[config.mk]
export PLATFORM = sky130hd
export DESIGN_NAME = dst_find
export DESIGN_NICKNAME = d
export VERILOG_FILES = /design/src/hw/rtl/dst_pkg.sv /design/src/hw/rtl/dst_find.sv
export SDC_FILE = /design/constraint.sdc
export NUM_CORES = 1
export LEC_CHECK = 0
export ABC_AREA = 1
export BUFFER_PORTS_ARGS = -buffer_cell sky130_fd_sc_hd__buf_2
export CAP_MARGIN = 40
export CORE_ASPECT_RATIO = 0.8
export CORE_MARGIN = 1
export CORE_UTILIZATION = 55
export DETAILED_ROUTE_END_ITERATION = 8
export PLACE_DENSITY_LB_ADDON = 0.3
export SLEW_MARGIN = 20
export SYNTH_ARGS = -nofsm -noshare
export SYNTH_HDL_FRONTEND = slang
export SYNTH_SLANG_ARGS = --single-unit
[constraint.sdc]
create_clock -name clock -period 5.7 [get_ports clock]
set_clock_uncertainty 0.2 [all_clocks]
set_input_delay 0.285 -clock clock [delete_from_list [all_inputs] [get_ports clock]]
set_output_delay 0.285 -clock clock [all_outputs]
set_load 0.01 [all_outputs]
[src/hw/rtl/dst_pkg.sv]
// Shared constants for the descriptor slot table: operation kinds, status
// codes, reset values and default table size. No dependencies.
package dst_pkg;

   localparam int SLOTS_DEF = 64;

   localparam int KIND_W = 3;
   localparam int SLOT_W = 7;
   localparam int DATA_W = 32;
   localparam int STATUS_W = 2;
   localparam int RSLOT_W = 6;

   localparam logic [KIND_W-1:0] KIND_ALLOC     = 3'd0;
   localparam logic [KIND_W-1:0] KIND_CLOSE     = 3'd1;
   localparam logic [KIND_W-1:0] KIND_DUP       = 3'd2;
   localparam logic [KIND_W-1:0] KIND_DUP2      = 3'd3;
   localparam logic [KIND_W-1:0] KIND_GET       = 3'd4;
   localparam logic [KIND_W-1:0] KIND_SWEEP     = 3'd5;
   localparam logic [KIND_W-1:0] KIND_CLOSE_ALL = 3'd6;

   localparam logic [STATUS_W-1:0] ST_OK   = 2'd0;
   localparam logic [STATUS_W-1:0] ST_BAD  = 2'd1;
   localparam logic [STATUS_W-1:0] ST_FULL = 2'd2;

   localparam logic [DATA_W-1:0] CLOEXEC_RST = 32'h0008_0000;

   typedef logic [DATA_W-1:0] word_type;

endpackage

[src/hw/rtl/dst_find.sv]
// Free-slot finder: lowest free slot at or above the search hint, else the
// lowest free slot overall. One registered stage. Uses dst_pkg.
module dst_find #(
   parameter int SLOTS = dst_pkg::SLOTS_DEF
) (
   input  logic                       clock,
   input  logic                       reset,
   input  logic [SLOTS-1:0]           free_vec,
   input  logic [$clog2(SLOTS)-1:0]   start,
   output logic                       found,
   output logic [$clog2(SLOTS)-1:0]   found_idx
);
   import dst_pkg::*;

   localparam int IW = $clog2(SLOTS);

   logic [SLOTS-1:0] upper_mask;
   logic [SLOTS-1:0] upper_free;
   logic [SLOTS-1:0] pick;
   logic [SLOTS-1:0] lowest;
   logic [SLOTS-1:0] onehot_ff;
   logic             found_ff;
   logic [IW-1:0]    idx;

   // isolate the lowest set bit with one wide add
   assign upper_mask = {SLOTS{1'b1}} << start;
   assign upper_free = free_vec & upper_mask;
   assign pick = (upper_free != '0) ? upper_free : free_vec;
   assign lowest = pick & (~pick + {{(SLOTS-1){1'b0}}, 1'b1});

   always_ff @(posedge clock) begin
      if (reset) begin
         onehot_ff <= '0;
         found_ff <= 1'b0;
      end else begin
         onehot_ff <= lowest;
         found_ff <= |free_vec;
      end
   end

   always_comb begin
      idx = '0;
      for (int j = 0; j < SLOTS; j++) begin
         if (onehot_ff[j]) begin
            idx = idx | IW'(j);
         end
      end
   end

   assign found = found_ff;
   assign found_idx = idx;

   assert property (@(posedge clock) disable iff (reset)
      found_ff |-> $onehot(onehot_ff))
      else $error("finder: found slot is not a single bit");

   assert property (@(posedge clock) disable iff (reset)
      !found_ff |-> (onehot_ff == '0))
      else $error("finder: slot picked from a full table");

   assert property (@(posedge clock) disable iff (reset)
      !$isunknown(onehot_ff))
      else $error("finder: pick has unknown bits");

endmodule

After elaboration in Yosys (flattened, before gate mapping)
Index checks and enable logic that the tools add are counted.
- register bits after elaboration: 65
- bits of input ports: 72
- word-level logic and storage cells: 73
- add/sub/neg operators: 1
- shift operators: 1
- muxes and demuxes: 64
- bitwise gates (word level): 3
- reductions and logical operators: 2
- operators with widths (cell ; count):
    6-bit 2-to-1 mux ; 32
    64-bit bitwise AND ; 2
    5-bit 2-to-1 mux ; 16
    64-bit by 1-bit adder with 64-bit output, second input constant ; 1
    64-bit 2-to-1 mux ; 1
    64-bit NOT ; 1
    64-bit nonzero test ; 1
    64-bit OR reduction ; 1
    64-bit by 6-bit left shift with 64-bit output, first input constant ; 1
    4-bit 2-to-1 mux ; 8
    3-bit 2-to-1 mux ; 4
    2-bit 2-to-1 mux ; 2
    1-bit 2-to-1 mux ; 1

Depth between registers and ports, before layout
- depth in word-level cells: 63
- gate-level depth with buffers: 22
- depth with buffers taken out: 19

Least setup slack after synthesis
Ideal clock, no wire load.
- path kind: input to register
- start: input start[5]
- end: register onehot_ff[35]
- library setup time: 0.117 ns
- arrival time: 2.261 ns
- path slack: 3.122 ns
- stages: 22
- path through: buf_4 inv_2 buf_4 nand2_1 nor2_1 nand2_1 nand2_1 nor2_1 nand2_1 nor2_1 nand3_1 nor2_2 buf_4 nand2_1 nand2_1 inv_1 nand2_1 nor2_1 nand2_1 nor2_1 nand3_1 nor2_1
- cells in the longest elaborated chain, start to end: 7
- ends and longest elaborated chain (what ; line ; RTL):
    start: declaration ; dst_find.sv:9 ; input logic [$clog2(SLOTS)-1:0] start,
    64-bit by 6-bit left shift with 64-bit output * ; dst_find.sv:26 ; assign upper_mask = {SLOTS{1'b1}} << start;
    64-bit bitwise AND * ; dst_find.sv:27 ; assign upper_free = free_vec & upper_mask;
    64-bit nonzero test ; dst_find.sv:28 ; assign pick = (upper_free != '0) ? upper_free : free_vec;
    64-bit 2-to-1 mux * ; dst_find.sv:28 ;
    64-bit NOT ; dst_find.sv:29 ; assign lowest = pick & (~pick + {{(SLOTS-1){1'b0}}, 1'b1});
    64-bit by 1-bit adder with 64-bit output ; dst_find.sv:29 ;
    64-bit bitwise AND * ; dst_find.sv:29 ;
    end signal: assignment ; dst_find.sv:36 ; onehot_ff <= lowest;
    end: declaration ; dst_find.sv:21 ; logic [SLOTS-1:0] onehot_ff;
Every way passes the cells marked *; elsewhere a longest branch is shown, timed or not.
A chain may end at the register's enable or synchronous reset.

Worst setup path after layout
- start: input start[3]
- end: register onehot_ff[62]
The elaborated chain is that of the path after synthesis.

==> flow_metrics.tcl <==
set metrics [dict create \
    cell_variety_after_synth 36 \
    detail_route.vias_per_cell 6.14 \
    synth_top_cell_by_area "sky130_fd_sc_hd__dfxtp_1" \
    dieArea_mm2 0.00988 \
    ctsRootBufferMaster "sky130_fd_sc_hd__clkbuf_16" \
    netlist_area_mm2 0.00522 \
    worst-path-max-fanout 18 \
    ctsHoldBuffers 0 \
    hold_violations 0 \
    post-route-drc-count 0 \
    maxClockFrequency_mhz 251 \
    grt_first_pass_wirelength_um 35100 \
    outcome "complete, no violations" \
    synthesis.area_per_instance_um2 5.44 \
    floorplan.initialDensity_pct 57.3 \
    vias 7057 \
    synth_common_cells "sky130_fd_sc_hd__nand2_1, sky130_fd_sc_hd__nor2_1, sky130_fd_sc_hd__inv_1, sky130_fd_sc_hd__nand3_1, sky130_fd_sc_hd__dfxtp_1" \
    antenna_found_initial 1 \
    tritoncts "done" \
    synth.top_cell.area_share_pct 24.6 \
    syn_to_final_growth_pct 13.7 \
    synth_seq_cells 64 \
    timing.max_slew.rel_slack_pct 48.0 \
    layoutNonFillerInstCount 1149 \
    preCtsSetupSlack_ps 1310 \
    final-max-slew-violation-count 0 \
    drt-total-wl_um 22600 \
    synthesis.instances 960 \
    numPortBuffers 78 \
    yosysWarnings 0 \
    start_kind "input port" \
    critPathCaptureType "flip-flop" \
    worst_ir_drop_vdd_mv 0.336 \
    global_route.usage.total_pct 47.2 \
    initial_drc_count 1117 \
    leakage_uw 0.00311 \
    post-cts-setup-buffers 0 \
    setup_repair_after_global_routing_missed_its_margin "false" \
    synth-edff-count 0 \
    synth-async-reset-ratio_pct 0 \
    die_w_um 111 \
    layout-drive-gt1-share_pct 10.8 \
    globalRouteOverflowTotal 0 \
    timing_worst_setup_path_type "in2reg" \
    yosysSeqAreaShare_pct 24.6 \
    synthesis.nets 1032 \
    cp_cell_sequence "buf_2 > nor2_1 > nand2_1 > nand2_1 > nand2_1 > nand2_1 > inv_1 > nand2_1 > nor2_1 > nand2_1 > nor2_1 > nand2_1 > o21ai_0 > nor2_1 > nand2_1 > nor3_1 > nand3_1 > nor2_1" \
    worst_path_dominant_cell_family "simple AND/OR/NAND/NOR gates" \
    clock_path_buffers 2 \
    path_common_cell "sky130_fd_sc_hd__nand2_1" \
    synth_top_flop_cell "sky130_fd_sc_hd__dfxtp_1" \
    worst_slew_pin_slew_ps 777 \
    crit_slowest_cell "sky130_fd_sc_hd__nor2_1" \
    cts-buffers-inserted 9 \
    diodes 0 \
    aggregate_negative_setup_slack_ps 0 \
    finalSetupViolations 0 \
    die_h_um 89.1 \
    placed_instances 1132 \
    detail_route.first_pass.iterations 6 \
    crit_required_ps 5730 \
    yosys.cell_count.top_type "sky130_fd_sc_hd__nand2_1" \
    via_count_of_the_first_global_routing_pass 6555 \
    core_mm2 0.00911 \
    hold_class "in2reg" \
    cts.sinks 64 \
    cp.buffers_inverters 2 \
    worst-endpoint-arrival_ps 4010 \
    detailedPlacementHpwl_um 17900 \
    final_antenna_violating_net_count 0 \
    cts.reportedPaths.clkPinSlew_ps 60 \
    final.period_utilization_pct 69.9 \
    synth.top_cells.by_area "sky130_fd_sc_hd__dfxtp_1, sky130_fd_sc_hd__nand2_1, sky130_fd_sc_hd__nor2_1" \
    final.setup.worst_slack_ps 1720 \
    h_tree_lvls 3 \
    power.density_cell_area_mw_per_mm2 225 \
    period_minus_slack_ps 3980 \
    final_estimated_routing_congestion_in_global_placement 1.10 \
    ioPinCount 79 \
    finalNetCount 1101 \
    cp_slowest_stage_delay_ps 590 \
    postCtsResizedCells 0 \
    grt_max_degree 32 \
    max-cap-violations 0 \
    wl_per_cell_um 19.7 \
    std_cell_rows 31 \
]
[logic make-up after synthesis]
| group | share of synthesized area, % |
|---|---|
| simple gates | 58.2 |
| buf+inv | 10.4 |
| flops | 24.6 |
| compound gates | 6.81 |
[power by group]
group          switching (uW)  internal [uW]
Combinational             240           95.5
Clock                     209            339
Sequential               2.26            451
[cell type report]
| type | instances | area (um^2) |
|---|---|---|
| Fill cell | 924 | 3180 |
| Clock inverter | 6 | 70.1 |
| Tap cell | 115 | 144 |
| Sequential cell | 64 | 1280 |
| Multi-Input combinational cell | 765 | 3390 |
| Timing Repair Buffer | 81 | 413 |
| Clock buffer | 10 | 229 |
| Inverter | 108 | 405 |
[layout by cell type, fill, tap and decap left out, drive strengths merged]
cell	count
clkinvlp	3
a211oi	1
o21bai	1
nand2	283
buf	81
clkinv	3
a21boi	11
dfxtp	64
or2	5
nor3b	3
and2	3
a41oi	1
nor2	219
nand4	31
nor3	26
or3	3
and3	1
or4	3
o21ai	33
nor4	41
a21oi	16
clkbuf	10
nand3	81
nand3b	3
bufinv	1
inv	107
[flip-flops by register name, indices dropped and copies added, names as in the netlist]
register / count
onehot_ff: 63
found: 1
[worst paths after layout]
kind,from,to,slack (ps),cells after the start
worst min-delay path,free_vec[12],onehot_ff[12],110,3
worst max-delay path,start[3],onehot_ff[62],1720,18
[per-stage QoR]
stage | total power (uW) | utilization [%] | hold slack (ps) | area [um^2]
after floorplan | 664 | - | 270 | 5220
after global placement | 777 | 61.8 | 456 | 5630
after detailed placement | 775 | 61.8 | 465 | 5630
after CTS | 1320 | 65.0 | 108 | 5930
after global routing | 1380 | 65.1 | 125 | 5940
final | 1340 | 65.1 | 107 | 5940
[metal layers]
| metal | up-vias | track usage (%) | routed length (um) |
|---|---|---|---|
| met5 | - | 5.24 | 59 |
| met4 | 4 | 20.0 | 872 |
| met3 | 99 | 18.0 | 3450 |
| met2 | 560 | 74.2 | 9410 |
| met1 | 3121 | 58.1 | 8810 |
| li1 | 3273 | - | - |
Power figures use the tool's default switching activity.
